$ cat config.mk
export PLATFORM = sky130hd
export DESIGN_NAME = matrix_vector_multiply_flat
export DESIGN_NICKNAME = d
export VERILOG_FILES = /design/src/hdl/mvm_pkg.sv /design/src/hdl/mvm_req_if.sv /design/src/hdl/mvm_rsp_if.sv /design/src/hdl/mvm_csr_if.sv /design/src/hdl/matrix_vector_multiply.sv /design/src/flat_wrapper.sv
export SDC_FILE = /design/constraint.sdc
export NUM_CORES = 2
export LEC_CHECK = 0
export BUFFER_PORTS_ARGS = -buffer_cell sky130_fd_sc_hd__buf_2
export CAP_MARGIN = 40
export CORE_AREA = 4 4 886 536
export DETAILED_ROUTE_END_ITERATION = 7
export DIE_AREA = 0 0 890 540
export GPL_TIMING_DRIVEN = 0
export PLACE_DENSITY = 0.66
export SLEW_MARGIN = 40
export SYNTH_ARGS = -nofsm -noshare
export SYNTH_HDL_FRONTEND = slang
export SYNTH_MEMORY_MAX_BITS = 65536
export SYNTH_SLANG_ARGS = --single-unit
$ cat constraint.sdc
create_clock -name clock -period 6.85 [get_ports clock]
set_clock_uncertainty 0.2 [all_clocks]
set_input_delay 1.37 -clock clock [delete_from_list [all_inputs] [get_ports clock]]
set_output_delay 1.37 -clock clock [all_outputs]
set_load 0.01 [all_outputs]
$ cat src/hdl/mvm_pkg.sv
package mvm_pkg;

   // field widths of the channels
   localparam int CFG_W     = 5;
   localparam int FUNC_W    = 2;
   localparam int IDX_W     = 4;
   localparam int VALUE_W   = 16;
   localparam int PROD_W    = 2 * VALUE_W;
   localparam int DOT_W     = 32;
   localparam int CSR_IDX_W = 1;

   // exact sum of up to 31 products of full-scale q8.8 values
   localparam int ACC_W = PROD_W + 6;

   localparam int DEF_MAX_ROWS    = 16;
   localparam int DEF_MAX_COLUMNS = 16;

   localparam logic [CFG_W-1:0] CFG_RESET = 5'd16;

   // function codes of an input word
   localparam logic [FUNC_W-1:0] FUNC_WRITE  = 2'd0;
   localparam logic [FUNC_W-1:0] FUNC_VECTOR = 2'd1;
   localparam logic [FUNC_W-1:0] FUNC_CLEAR  = 2'd2;

   // register indexes
   localparam logic [CSR_IDX_W-1:0] CSR_ROWS = 1'b0;
   localparam logic [CSR_IDX_W-1:0] CSR_COLS = 1'b1;

   typedef enum logic [2:0] {
      ST_CLEAR,
      ST_IDLE,
      ST_ISSUE,
      ST_DRAIN,
      ST_ERROR
   } state_type;

endpackage

$ cat src/hdl/mvm_req_if.sv
interface mvm_req_if import mvm_pkg::*; ();
   logic                      valid;
   logic                      ready;
   logic [FUNC_W-1:0]         func;
   logic [IDX_W-1:0]          row_index;
   logic [IDX_W-1:0]          column_index;
   logic signed [VALUE_W-1:0] value;
   logic                      last_element;

   modport source (
      output valid, func, row_index, column_index, value, last_element,
      input  ready
   );
   modport sink (
      input  valid, func, row_index, column_index, value, last_element,
      output ready
   );
endinterface

$ cat src/hdl/mvm_rsp_if.sv
interface mvm_rsp_if import mvm_pkg::*; ();
   logic                    valid;
   logic                    ready;
   logic signed [DOT_W-1:0] dot_product;
   logic [IDX_W-1:0]        result_row;
   logic                    last_result;
   logic                    length_error;

   modport source (
      output valid, dot_product, result_row, last_result, length_error,
      input  ready
   );
   modport sink (
      input  valid, dot_product, result_row, last_result, length_error,
      output ready
   );
endinterface

$ cat src/hdl/mvm_csr_if.sv
interface mvm_csr_if import mvm_pkg::*; ();
   logic                 valid;
   logic                 ready;
   logic [CSR_IDX_W-1:0] index;
   logic [CFG_W-1:0]     data;

   modport source (
      output valid, index, data,
      input  ready
   );
   modport sink (
      input  valid, index, data,
      output ready
   );
endinterface

$ cat src/hdl/matrix_vector_multiply.sv
// matrix-vector multiplier over a q8.8 matrix store
// req_bus: one word per handshake. func selects an entry write (row_index,
//   column_index, value), a vector element (value, last_element) or a clear
//   of the whole matrix store.
// rsp_bus: one word per active row, dot_product in q16.16 saturated to 32 bits,
//   last_result on the final row; a vector longer than columns_in_use gives
//   a single word with length_error set instead
// csr_bus: index 0 rows_in_use, index 1 columns_in_use, always ready,
//   write only while the block is idle
// sequencing: after the last element the block walks rows x elements through one
//   shared multiplier and accumulator. each row issues its n memory reads, then
//   the read, multiply and add stages drain, and req_bus.ready is back once the
//   last row result is loaded
// reset and clear: a clearing pass zeroes one matrix entry per cycle, all
//   MAX_ROWS * MAX_COLUMNS entries (256 by default), with req_bus.ready low
// stall: results sit in an output register; a row result waits there until
//   taken, and the sequencer holds its next row meanwhile. once the last
//   result is loaded, new words are accepted even while it still waits
module matrix_vector_multiply import mvm_pkg::*; #(
   parameter int MAX_ROWS    = DEF_MAX_ROWS,
   parameter int MAX_COLUMNS = DEF_MAX_COLUMNS
) (
   input logic        clock,
   input logic        reset,
   mvm_req_if.sink    req_bus,
   mvm_rsp_if.source  rsp_bus,
   mvm_csr_if.sink    csr_bus
);

   localparam int DEPTH = MAX_ROWS * MAX_COLUMNS;
   localparam int MAW   = (DEPTH > 1) ? $clog2(DEPTH) : 1;
   localparam int VAW   = (MAX_COLUMNS > 1) ? $clog2(MAX_COLUMNS) : 1;
   localparam int LIN_W = 2 * CFG_W + 1;

   // configuration
   logic [CFG_W-1:0] rows_cfg_ff, cols_cfg_ff;
   logic [CFG_W-1:0] rows_eff, cols_eff;

   // sequencer
   state_type        state_ff, state_in;
   logic [MAW-1:0]   clr_addr_ff, clr_addr_in;
   logic [CFG_W-1:0] count_ff, count_in;
   logic             ovf_ff, ovf_in;
   logic [CFG_W-1:0] row_ff, row_in;
   logic [CFG_W-1:0] col_ff, col_in;

   // stores
   logic signed [VALUE_W-1:0] mat_mem [DEPTH];
   logic signed [VALUE_W-1:0] vec_mem [MAX_COLUMNS];
   logic                      mat_we, vec_we;
   logic [MAW-1:0]            mat_wa, issue_addr, entry_addr;
   logic signed [VALUE_W-1:0] mat_wd;
   logic [LIN_W-1:0]          entry_lin, issue_lin;

   // datapath stages
   logic                      issue;
   logic signed [VALUE_W-1:0] m_rd_ff, v_rd_ff;
   logic                      p1_vld_ff, p1_first_ff, p1_last_ff;
   logic signed [PROD_W-1:0]  prod_ff;
   logic                      p2_vld_ff, p2_first_ff, p2_last_ff;
   logic signed [ACC_W-1:0]   acc_ff;
   logic                      done_ff;
   logic signed [DOT_W-1:0]   sat_dot;

   // output register
   logic                    rsp_vld_ff;
   logic signed [DOT_W-1:0] dot_ff;
   logic [IDX_W-1:0]        row_out_ff;
   logic                    last_ff, err_ff;
   logic                    load_rsp, load_err, out_free;

   logic req_fire, row_ok, col_ok, store_ok, ovf_next, last_row, last_col;

   // registers clamp 0 to 1 and large values to the store size
   always_comb begin
      if (rows_cfg_ff == '0) begin
         rows_eff = CFG_W'(1);
      end else if (int'(rows_cfg_ff) > MAX_ROWS) begin
         rows_eff = CFG_W'(MAX_ROWS);
      end else begin
         rows_eff = rows_cfg_ff;
      end
      if (cols_cfg_ff == '0) begin
         cols_eff = CFG_W'(1);
      end else if (int'(cols_cfg_ff) > MAX_COLUMNS) begin
         cols_eff = CFG_W'(MAX_COLUMNS);
      end else begin
         cols_eff = cols_cfg_ff;
      end
   end

   assign csr_bus.ready = 1'b1;

   always_ff @(posedge clock) begin
      if (reset) begin
         rows_cfg_ff <= CFG_RESET;
         cols_cfg_ff <= CFG_RESET;
      end else if (csr_bus.valid) begin
         case (csr_bus.index)
            CSR_ROWS: rows_cfg_ff <= csr_bus.data;
            CSR_COLS: cols_cfg_ff <= csr_bus.data;
            default:  ;
         endcase
      end
   end

   assign req_bus.ready = (state_ff == ST_IDLE);
   assign req_fire      = req_bus.valid && req_bus.ready;

   // row-major layout with the active column count as stride
   assign entry_lin  = LIN_W'(req_bus.row_index) * LIN_W'(cols_eff)
                     + LIN_W'(req_bus.column_index);
   assign entry_addr = MAW'(entry_lin);
   assign issue_lin  = LIN_W'(row_ff) * LIN_W'(cols_eff) + LIN_W'(col_ff);
   assign issue_addr = MAW'(issue_lin);

   assign row_ok   = int'(req_bus.row_index) < MAX_ROWS;
   assign col_ok   = CFG_W'(req_bus.column_index) < cols_eff;
   assign store_ok = (count_ff < cols_eff) && (int'(count_ff) < MAX_COLUMNS);
   assign ovf_next = ovf_ff || !store_ok;
   assign last_row = (row_ff == rows_eff - CFG_W'(1));
   assign last_col = (col_ff == count_ff - CFG_W'(1));
   assign out_free = !rsp_vld_ff || rsp_bus.ready;

   // next state
   always_comb begin
      state_in = state_ff;
      case (state_ff)
         ST_CLEAR: begin
            if (clr_addr_ff == MAW'(DEPTH - 1)) state_in = ST_IDLE;
         end
         ST_IDLE: begin
            if (req_fire) begin
               case (req_bus.func)
                  FUNC_CLEAR: state_in = ST_CLEAR;
                  FUNC_VECTOR: begin
                     if (req_bus.last_element) state_in = ovf_next ? ST_ERROR : ST_ISSUE;
                  end
                  default: ;
               endcase
            end
         end
         ST_ISSUE: begin
            if (last_col) state_in = ST_DRAIN;
         end
         ST_DRAIN: begin
            if (done_ff && out_free) state_in = last_row ? ST_IDLE : ST_ISSUE;
         end
         ST_ERROR: begin
            if (out_free) state_in = ST_IDLE;
         end
         default: state_in = ST_CLEAR;
      endcase
   end

   // sequencer outputs
   always_comb begin
      mat_we      = 1'b0;
      mat_wa      = entry_addr;
      mat_wd      = req_bus.value;
      vec_we      = 1'b0;
      issue       = 1'b0;
      load_rsp    = 1'b0;
      load_err    = 1'b0;
      clr_addr_in = clr_addr_ff;
      count_in    = count_ff;
      ovf_in      = ovf_ff;
      row_in      = row_ff;
      col_in      = col_ff;
      case (state_ff)
         ST_CLEAR: begin
            mat_we      = 1'b1;
            mat_wa      = clr_addr_ff;
            mat_wd      = '0;
            clr_addr_in = clr_addr_ff + MAW'(1);
         end
         ST_IDLE: begin
            if (req_fire) begin
               case (req_bus.func)
                  FUNC_WRITE: mat_we = row_ok && col_ok;
                  FUNC_VECTOR: begin
                     vec_we = store_ok;
                     if (store_ok) count_in = count_ff + CFG_W'(1);
                     ovf_in = ovf_next;
                     if (req_bus.last_element) begin
                        row_in = '0;
                        col_in = '0;
                     end
                  end
                  FUNC_CLEAR: clr_addr_in = '0;
                  default: ;
               endcase
            end
         end
         ST_ISSUE: begin
            issue  = 1'b1;
            col_in = col_ff + CFG_W'(1);
         end
         ST_DRAIN: begin
            if (done_ff && out_free) begin
               load_rsp = 1'b1;
               if (last_row) begin
                  count_in = '0;
                  ovf_in   = 1'b0;
               end else begin
                  row_in = row_ff + CFG_W'(1);
                  col_in = '0;
               end
            end
         end
         ST_ERROR: begin
            if (out_free) begin
               load_err = 1'b1;
               count_in = '0;
               ovf_in   = 1'b0;
            end
         end
         default: ;
      endcase
   end

   always_ff @(posedge clock) begin
      if (reset) begin
         state_ff    <= ST_CLEAR;
         clr_addr_ff <= '0;
         count_ff    <= '0;
         ovf_ff      <= 1'b0;
      end else begin
         state_ff    <= state_in;
         clr_addr_ff <= clr_addr_in;
         count_ff    <= count_in;
         ovf_ff      <= ovf_in;
      end
   end

   always_ff @(posedge clock) begin
      row_ff <= row_in;
      col_ff <= col_in;
   end

   // matrix store: one write port, one registered read port
   always_ff @(posedge clock) begin
      if (mat_we) mat_mem[mat_wa] <= mat_wd;
   end

   always_ff @(posedge clock) begin
      m_rd_ff <= mat_mem[issue_addr];
   end

   // vector store
   always_ff @(posedge clock) begin
      if (vec_we) vec_mem[VAW'(count_ff)] <= req_bus.value;
   end

   always_ff @(posedge clock) begin
      v_rd_ff <= vec_mem[VAW'(col_ff)];
   end

   // read, multiply, accumulate
   always_ff @(posedge clock) begin
      if (reset) begin
         p1_vld_ff <= 1'b0;
         p2_vld_ff <= 1'b0;
         done_ff   <= 1'b0;
      end else begin
         p1_vld_ff <= issue;
         p2_vld_ff <= p1_vld_ff;
         if (load_rsp) begin
            done_ff <= 1'b0;
         end else if (p2_vld_ff && p2_last_ff) begin
            done_ff <= 1'b1;
         end
      end
   end

   always_ff @(posedge clock) begin
      p1_first_ff <= (col_ff == '0);
      p1_last_ff  <= last_col;
      p2_first_ff <= p1_first_ff;
      p2_last_ff  <= p1_last_ff;
      prod_ff     <= m_rd_ff * v_rd_ff;
      if (p2_vld_ff) begin
         acc_ff <= p2_first_ff ? ACC_W'(prod_ff) : acc_ff + ACC_W'(prod_ff);
      end
   end

   // saturate when the 32-bit sign bit and the bits above it are not all equal
   always_comb begin
      if (&acc_ff[ACC_W-1:DOT_W-1] || ~|acc_ff[ACC_W-1:DOT_W-1]) begin
         sat_dot = acc_ff[DOT_W-1:0];
      end else if (acc_ff[ACC_W-1]) begin
         sat_dot = {1'b1, {(DOT_W-1){1'b0}}};
      end else begin
         sat_dot = {1'b0, {(DOT_W-1){1'b1}}};
      end
   end

   // output register
   always_ff @(posedge clock) begin
      if (reset) begin
         rsp_vld_ff <= 1'b0;
      end else if (load_rsp || load_err) begin
         rsp_vld_ff <= 1'b1;
      end else if (rsp_bus.ready) begin
         rsp_vld_ff <= 1'b0;
      end
   end

   always_ff @(posedge clock) begin
      if (load_rsp) begin
         dot_ff     <= sat_dot;
         row_out_ff <= IDX_W'(row_ff);
         last_ff    <= last_row;
         err_ff     <= 1'b0;
      end else if (load_err) begin
         dot_ff     <= '0;
         row_out_ff <= '0;
         last_ff    <= 1'b1;
         err_ff     <= 1'b1;
      end
   end

   assign rsp_bus.valid        = rsp_vld_ff;
   assign rsp_bus.dot_product  = dot_ff;
   assign rsp_bus.result_row   = row_out_ff;
   assign rsp_bus.last_result  = last_ff;
   assign rsp_bus.length_error = err_ff;

endmodule

$ cat src/flat_wrapper.sv
// flat-port wrapper written by rule: the top's interface ports become plain ports
module matrix_vector_multiply_flat import mvm_pkg::*;
#(
   parameter int MAX_ROWS    = DEF_MAX_ROWS,
   parameter int MAX_COLUMNS = DEF_MAX_COLUMNS
)
  (clock, reset, req_bus_valid, req_bus_func, req_bus_row_index, req_bus_column_index, req_bus_value, req_bus_last_element, req_bus_ready, rsp_bus_valid, rsp_bus_dot_product, rsp_bus_result_row, rsp_bus_last_result, rsp_bus_length_error, rsp_bus_ready, csr_bus_valid, csr_bus_index, csr_bus_data, csr_bus_ready);
  mvm_req_if req_bus_i ();
  mvm_rsp_if rsp_bus_i ();
  mvm_csr_if csr_bus_i ();
  input logic clock;
  input logic reset;
  input wire logic [$bits(req_bus_i.valid)-1:0] req_bus_valid;
  input wire logic [$bits(req_bus_i.func)-1:0] req_bus_func;
  input wire logic [$bits(req_bus_i.row_index)-1:0] req_bus_row_index;
  input wire logic [$bits(req_bus_i.column_index)-1:0] req_bus_column_index;
  input wire logic [$bits(req_bus_i.value)-1:0] req_bus_value;
  input wire logic [$bits(req_bus_i.last_element)-1:0] req_bus_last_element;
  output wire logic [$bits(req_bus_i.ready)-1:0] req_bus_ready;
  output wire logic [$bits(rsp_bus_i.valid)-1:0] rsp_bus_valid;
  output wire logic [$bits(rsp_bus_i.dot_product)-1:0] rsp_bus_dot_product;
  output wire logic [$bits(rsp_bus_i.result_row)-1:0] rsp_bus_result_row;
  output wire logic [$bits(rsp_bus_i.last_result)-1:0] rsp_bus_last_result;
  output wire logic [$bits(rsp_bus_i.length_error)-1:0] rsp_bus_length_error;
  input wire logic [$bits(rsp_bus_i.ready)-1:0] rsp_bus_ready;
  input wire logic [$bits(csr_bus_i.valid)-1:0] csr_bus_valid;
  input wire logic [$bits(csr_bus_i.index)-1:0] csr_bus_index;
  input wire logic [$bits(csr_bus_i.data)-1:0] csr_bus_data;
  output wire logic [$bits(csr_bus_i.ready)-1:0] csr_bus_ready;
  assign req_bus_i.valid = req_bus_valid;
  assign req_bus_i.func = req_bus_func;
  assign req_bus_i.row_index = req_bus_row_index;
  assign req_bus_i.column_index = req_bus_column_index;
  assign req_bus_i.value = req_bus_value;
  assign req_bus_i.last_element = req_bus_last_element;
  assign req_bus_ready = req_bus_i.ready;
  assign rsp_bus_valid = rsp_bus_i.valid;
  assign rsp_bus_dot_product = rsp_bus_i.dot_product;
  assign rsp_bus_result_row = rsp_bus_i.result_row;
  assign rsp_bus_last_result = rsp_bus_i.last_result;
  assign rsp_bus_length_error = rsp_bus_i.length_error;
  assign rsp_bus_i.ready = rsp_bus_ready;
  assign csr_bus_i.valid = csr_bus_valid;
  assign csr_bus_i.index = csr_bus_index;
  assign csr_bus_i.data = csr_bus_data;
  assign csr_bus_ready = csr_bus_i.ready;
  matrix_vector_multiply #(.MAX_ROWS(MAX_ROWS), .MAX_COLUMNS(MAX_COLUMNS)) u_core (.clock(clock), .reset(reset), .req_bus(req_bus_i), .rsp_bus(rsp_bus_i), .csr_bus(csr_bus_i));
endmodule
==> results.rst <==
.. list-table::
   :header-rows: 1

   * - Metric
     - Value
   * - Most used DFF post-synth
     - sky130_fd_sc_hd__edfxtp_1
   * - CP arrival
     - 7.34 ns
   * - Sequence of cells on the critical path
     - clkbuf_2, clkbuf_4, inv_1, fa_1, inv_1, ha_1, clkbuf_4, clkbuf_4, clkbuf_2, buf_16, clkbuf_4, mux4_2, mux4_2, mux4_2, mux2i_1, o21ai_1
   * - Worst R2R End
     - u_core.m_rd_ff[0]
   * - Async S/R FF share, synth
     - 0%
   * - Core outline area
     - 0.4677 mm2
   * - Total number of vias
     - 95990
   * - Top cell type's share of synthesized area
     - 71.55%
   * - Final-report max-slew violation count
     - 0
   * - Worst-path maximum fanout
     - 10
   * - Number of cells on the worst reg-to-reg path
     - 16
   * - Cell type of the slowest stage on the worst timing path
     - sky130_fd_sc_hd__mux4_2
   * - Post-synthesis sequential element count
     - 4537
   * - Depth of the CTS H-tree
     - 5
   * - Count of cell types in the netlist
     - 64
   * - Average routed wire per standard cell
     - 32.36 um
   * - Max Freq
     - 146.3 MHz
   * - Final worst path period need
     - 6.837 ns
   * - Total half-perimeter wirelength after legalization and detailed placement
     - 369000 um
   * - Chip Width
     - 890 um
   * - Remaining DRCs
     - 0
   * - Average cell area after synthesis
     - 21.45 um2
   * - Die Area
     - 0.4806 mm2
   * - Ranking of synthesized cells by area
     - sky130_fd_sc_hd__edfxtp_1, sky130_fd_sc_hd__mux4_2, sky130_fd_sc_hd__fa_1
   * - End point of the worst hold path
     - u_core.p2_last_ff
   * - Sum of met3 wire segment lengths after detailed routing
     - 85110 um
   * - Layout overhead on the synthesized area
     - 16.11%
   * - Setup repair after global routing missed its margin
     - yes
   * - Hold slack final
     - 0.1272 ns
   * - Number of fill cells in the layout
     - 37640
   * - Worst Setup Slack, final
     - 0.01263 ns
   * - Final Instance Count excl. Fillers
     - 16100
   * - Share of post-route cells with drive strength above 1
     - 31.76%
   * - Largest vdd supply drop
     - 0.2336 mV
   * - Actual transition at the worst max-transition pin
     - 1.001 ns
   * - Number of CTS-inserted buffers
     - 394
   * - Total global-route track usage
     - 21.33%
   * - Clk sinks
     - 4537
   * - Placed cells
     - 15160
   * - Initial drt markers
     - 16010
   * - Sequential cell area in the final layout
     - 0.1353 mm2
   * - Routability congestion estimate from global placement
     - 0.9175
   * - Later-pin clock latency in the skew report
     - 1.01 ns
   * - Normalized max-slew margin
     - 32.85%
   * - Crit Path Category
     - register to register
   * - Port Buf Inserts
     - 77
   * - 1st-pass router iterations
     - 6
   * - Number of rows created at floorplan
     - 195
   * - Number of global-route vias before repair
     - 92470
   * - Final core area utilization
     - 46.23%
   * - Worst-case clock buffer depth
     - 4
   * - Cells on Worst Hold Path
     - 0
   * - Register-to-register setup slack
     - 0.01 ns
   * - Total area of multi-input combinational cells
     - 0.05034 mm2
   * - Leakage power
     - 60.49 nW
   * - Number of top-level pins
     - 79
   * - Total power density per cell area
     - 263.6 mW/mm2
   * - Cell taking the most area after synthesis
     - sky130_fd_sc_hd__edfxtp_1
   * - Max-cap check violation count
     - 0
   * - CP endpoint kind
     - register
   * - Netlist Area Pre-Place
     - 0.1862 mm2
   * - Final net count
     - 10000
   * - Required time of the critical path
     - 7.35 ns
   * - Antenna violations before repair
     - 77
   * - Die outline height
     - 540 um
   * - Gate count after technology mapping
     - 8681
   * - CTS clock-pin slew for the worst setup and hold paths
     - 0.07 ns
   * - CTS Root Cell
     - sky130_fd_sc_hd__clkbuf_16
   * - Total cell area at the placement stage
     - 0.2004 mm2
   * - Number of nets still failing antenna checks after routing
     - 0
   * - Global-route wire length before repair
     - 729600 um
   * - Clock tree from TritonCTS
     - yes
   * - Post-route clock period utilization
     - 99.82%
   * - Peak per-stage delay on the critical path
     - 0.65 ns
   * - Cell type with the highest occurrence count on the critical path
     - sky130_fd_sc_hd__clkbuf_4
   * - Post-route met1 wirelength
     - 216200 um
   * - Number of hold violations in the final report
     - 0
   * - Final cell area excluding filler cells
     - 0.2162 mm2
   * - WL final
     - 521000 um
   * - Maximum number of pins on one net before global-route repair
     - 58
   * - Initial standard-cell utilization of the core
     - 39.81%
   * - Post-synth EDFFs
     - 4437
   * - Final setup violation count
     - 0
   * - Hold Startpoint
     - u_core.p1_last_ff
   * - Vias per std cell
     - 5.962
   * - Sequential-to-total area share from yosys stat
     - 72.62%
   * - Count of yosys warnings during synthesis
     - 0
   * - Synthesized Nets
     - 9171
   * - Reg-to-reg startpoint
     - u_core.col_ff[1]
   * - Routed length on met2
     - 207400 um
   * - Highest metal layer with signal wires
     - met5
   * - Startpoint class of the critical path
     - register
   * - Worst Hold Class
     - register to register
   * - Dpl ws
     - -1.192 ns
   * - Status
     - finished, final reports clean
   * - Total congestion overflow after global routing
     - 0
[per-layer routing]
layer / vias up / track usage, %
met5: - / 0
met1: 51320 / 33.63
li1: 37240 / -
met3: 664 / 8.860
met2: 6739 / 27.35
met4: 24 / 4.490
[worst max-delay path, delay by kind of cell (launching register included)]
kind / cells / cell delay, ns
multiplexers: 4 / 2.07
AO/OA/AOI/OAI: 1 / 0.32
buffers and inverters: 9 / 2.60
flip-flops: 1 / 0.46
adder cells (fa/ha/maj): 2 / 0.84
[per-stage QoR]
step                      total power [W]  setup TNS (ns)
after floorplan                   0.03406               0
after global placement            0.03515               -
after detailed placement          0.03530        -1983.34
after CTS                         0.05715               0
after global routing              0.05898          -30.43
final                             0.05701               0
[sequential cells by signal (all words and copies together), names as in the netlist, 5 cells and up]
register                    flops
u_core.clr_addr_ff              8
u_core.row_ff                   5
u_core.col_ff                   5
u_core.m_rd_ff                 16
u_core.acc_ff                  38
u_core.count_ff                 5
u_core.v_rd_ff                 16
u_core.mat_mem               4096
u_core.rows_cfg_ff              5
u_core.prod_ff                 32
u_core.cols_cfg_ff              5
u_core.vec_mem                256
u_core.rsp_bus.dot_product     32
[timing repair]
item                                    4_1_cts  5_1_grt
endpoints found under the hold margin         0        0
hold buffers                                  0        0
endpoints found under the setup margin     3252     2517
pin swaps                                    84       40
buffers inserted                            113       46
resized for setup                           141      122
[where the power goes]
group,total [W],internal [W],switching [W]
clock,0.0221,0.0119,0.0102
combinational,0.00453,0.00190,0.00264
sequential,0.0303,0.0302,0.000134
total,0.0570,0.0440,0.0130
[synth_stat cells, types with 12 or more instances]
master and n:
sky130_fd_sc_hd__mux2i_1 25, sky130_fd_sc_hd__clkbuf_1 301, sky130_fd_sc_hd__buf_1 25, sky130_fd_sc_hd__nand2b_1 19
sky130_fd_sc_hd__o21bai_1 12, sky130_fd_sc_hd__o21ai_0 87, sky130_fd_sc_hd__xor2_1 28, sky130_fd_sc_hd__mux4_2 1424
sky130_fd_sc_hd__and2_1 178, sky130_fd_sc_hd__a31oi_1 12, sky130_fd_sc_hd__inv_1 361, sky130_fd_sc_hd__nor2b_1 19
sky130_fd_sc_hd__a21o_1 39, sky130_fd_sc_hd__nor2_1 372, sky130_fd_sc_hd__a211oi_1 15, sky130_fd_sc_hd__a21oi_1 106
sky130_fd_sc_hd__nand2_1 264, sky130_fd_sc_hd__ha_1 168, sky130_fd_sc_hd__mux2_2 19, sky130_fd_sc_hd__edfxtp_1 4437
sky130_fd_sc_hd__o21ai_1 17, sky130_fd_sc_hd__dfxtp_1 100, sky130_fd_sc_hd__fa_1 284, sky130_fd_sc_hd__nor3_1 25
sky130_fd_sc_hd__nand3_1 29, sky130_fd_sc_hd__xnor2_1 64, sky130_fd_sc_hd__o31ai_1 17, sky130_fd_sc_hd__buf_2 103
[layout make-up]
type                    instances  share of cell area [%]
well taps                    6205                   3.591
inverters                     362                  0.6284
flip-flops and latches       4537                   62.57
multi-input cells            3349                   23.28
clock buffers                 473                   4.799
plain buffers                 430                   1.020
clock inverters               242                  0.9623
diodes                         66                 0.07638
repair buffers                436                   3.072
[worst max-delay path by stage]
stage,from,end,cells after the start
after floorplan,u_core.m_rd_ff[15],u_core.prod_ff[30],21
after global placement,u_core.state_ff[1],u_core.mat_mem[182][8],5
after detailed placement,u_core.col_ff[1],u_core.m_rd_ff[11],16
after CTS,u_core.cols_cfg_ff[4],u_core.mat_mem[123][7],20
after global routing,u_core.cols_cfg_ff[4],u_core.mat_mem[89][11],21
final,u_core.col_ff[1],u_core.m_rd_ff[0],16
[cell families after synthesis]
logic type                 Yosys count  share of synthesized area (%)
DFF                               4537                          72.62
muxes                             1468                          17.47
and+or+nand+nor                    970                          2.393
buffers and inverters              795                          1.682
adders and majority gates          452                          4.182
AOI/OAI and AO/OA                  366                          1.214
xor gates and xnor gates            92                         0.4327
other                                1                       0.002014
[cell usage in the layout, fill, tap and decap left out, types with 192 or more instances in the layout]
cell type / synthesis / routed
sky130_fd_sc_hd__nand2_1: 264 / 234
sky130_fd_sc_hd__buf_12: 0 / 217
sky130_fd_sc_hd__nor2_4: 0 / 278
sky130_fd_sc_hd__fa_1: 284 / 282
sky130_fd_sc_hd__inv_1: 361 / 361
sky130_fd_sc_hd__edfxtp_1: 4437 / 4437
sky130_fd_sc_hd__mux4_2: 1424 / 1424
sky130_fd_sc_hd__clkbuf_16: 0 / 402
sky130_fd_sc_hd__clkbuf_1: 301 / 200
sky130_fd_sc_hd__buf_2: 103 / 192
Power figures use the tool's default switching activity.
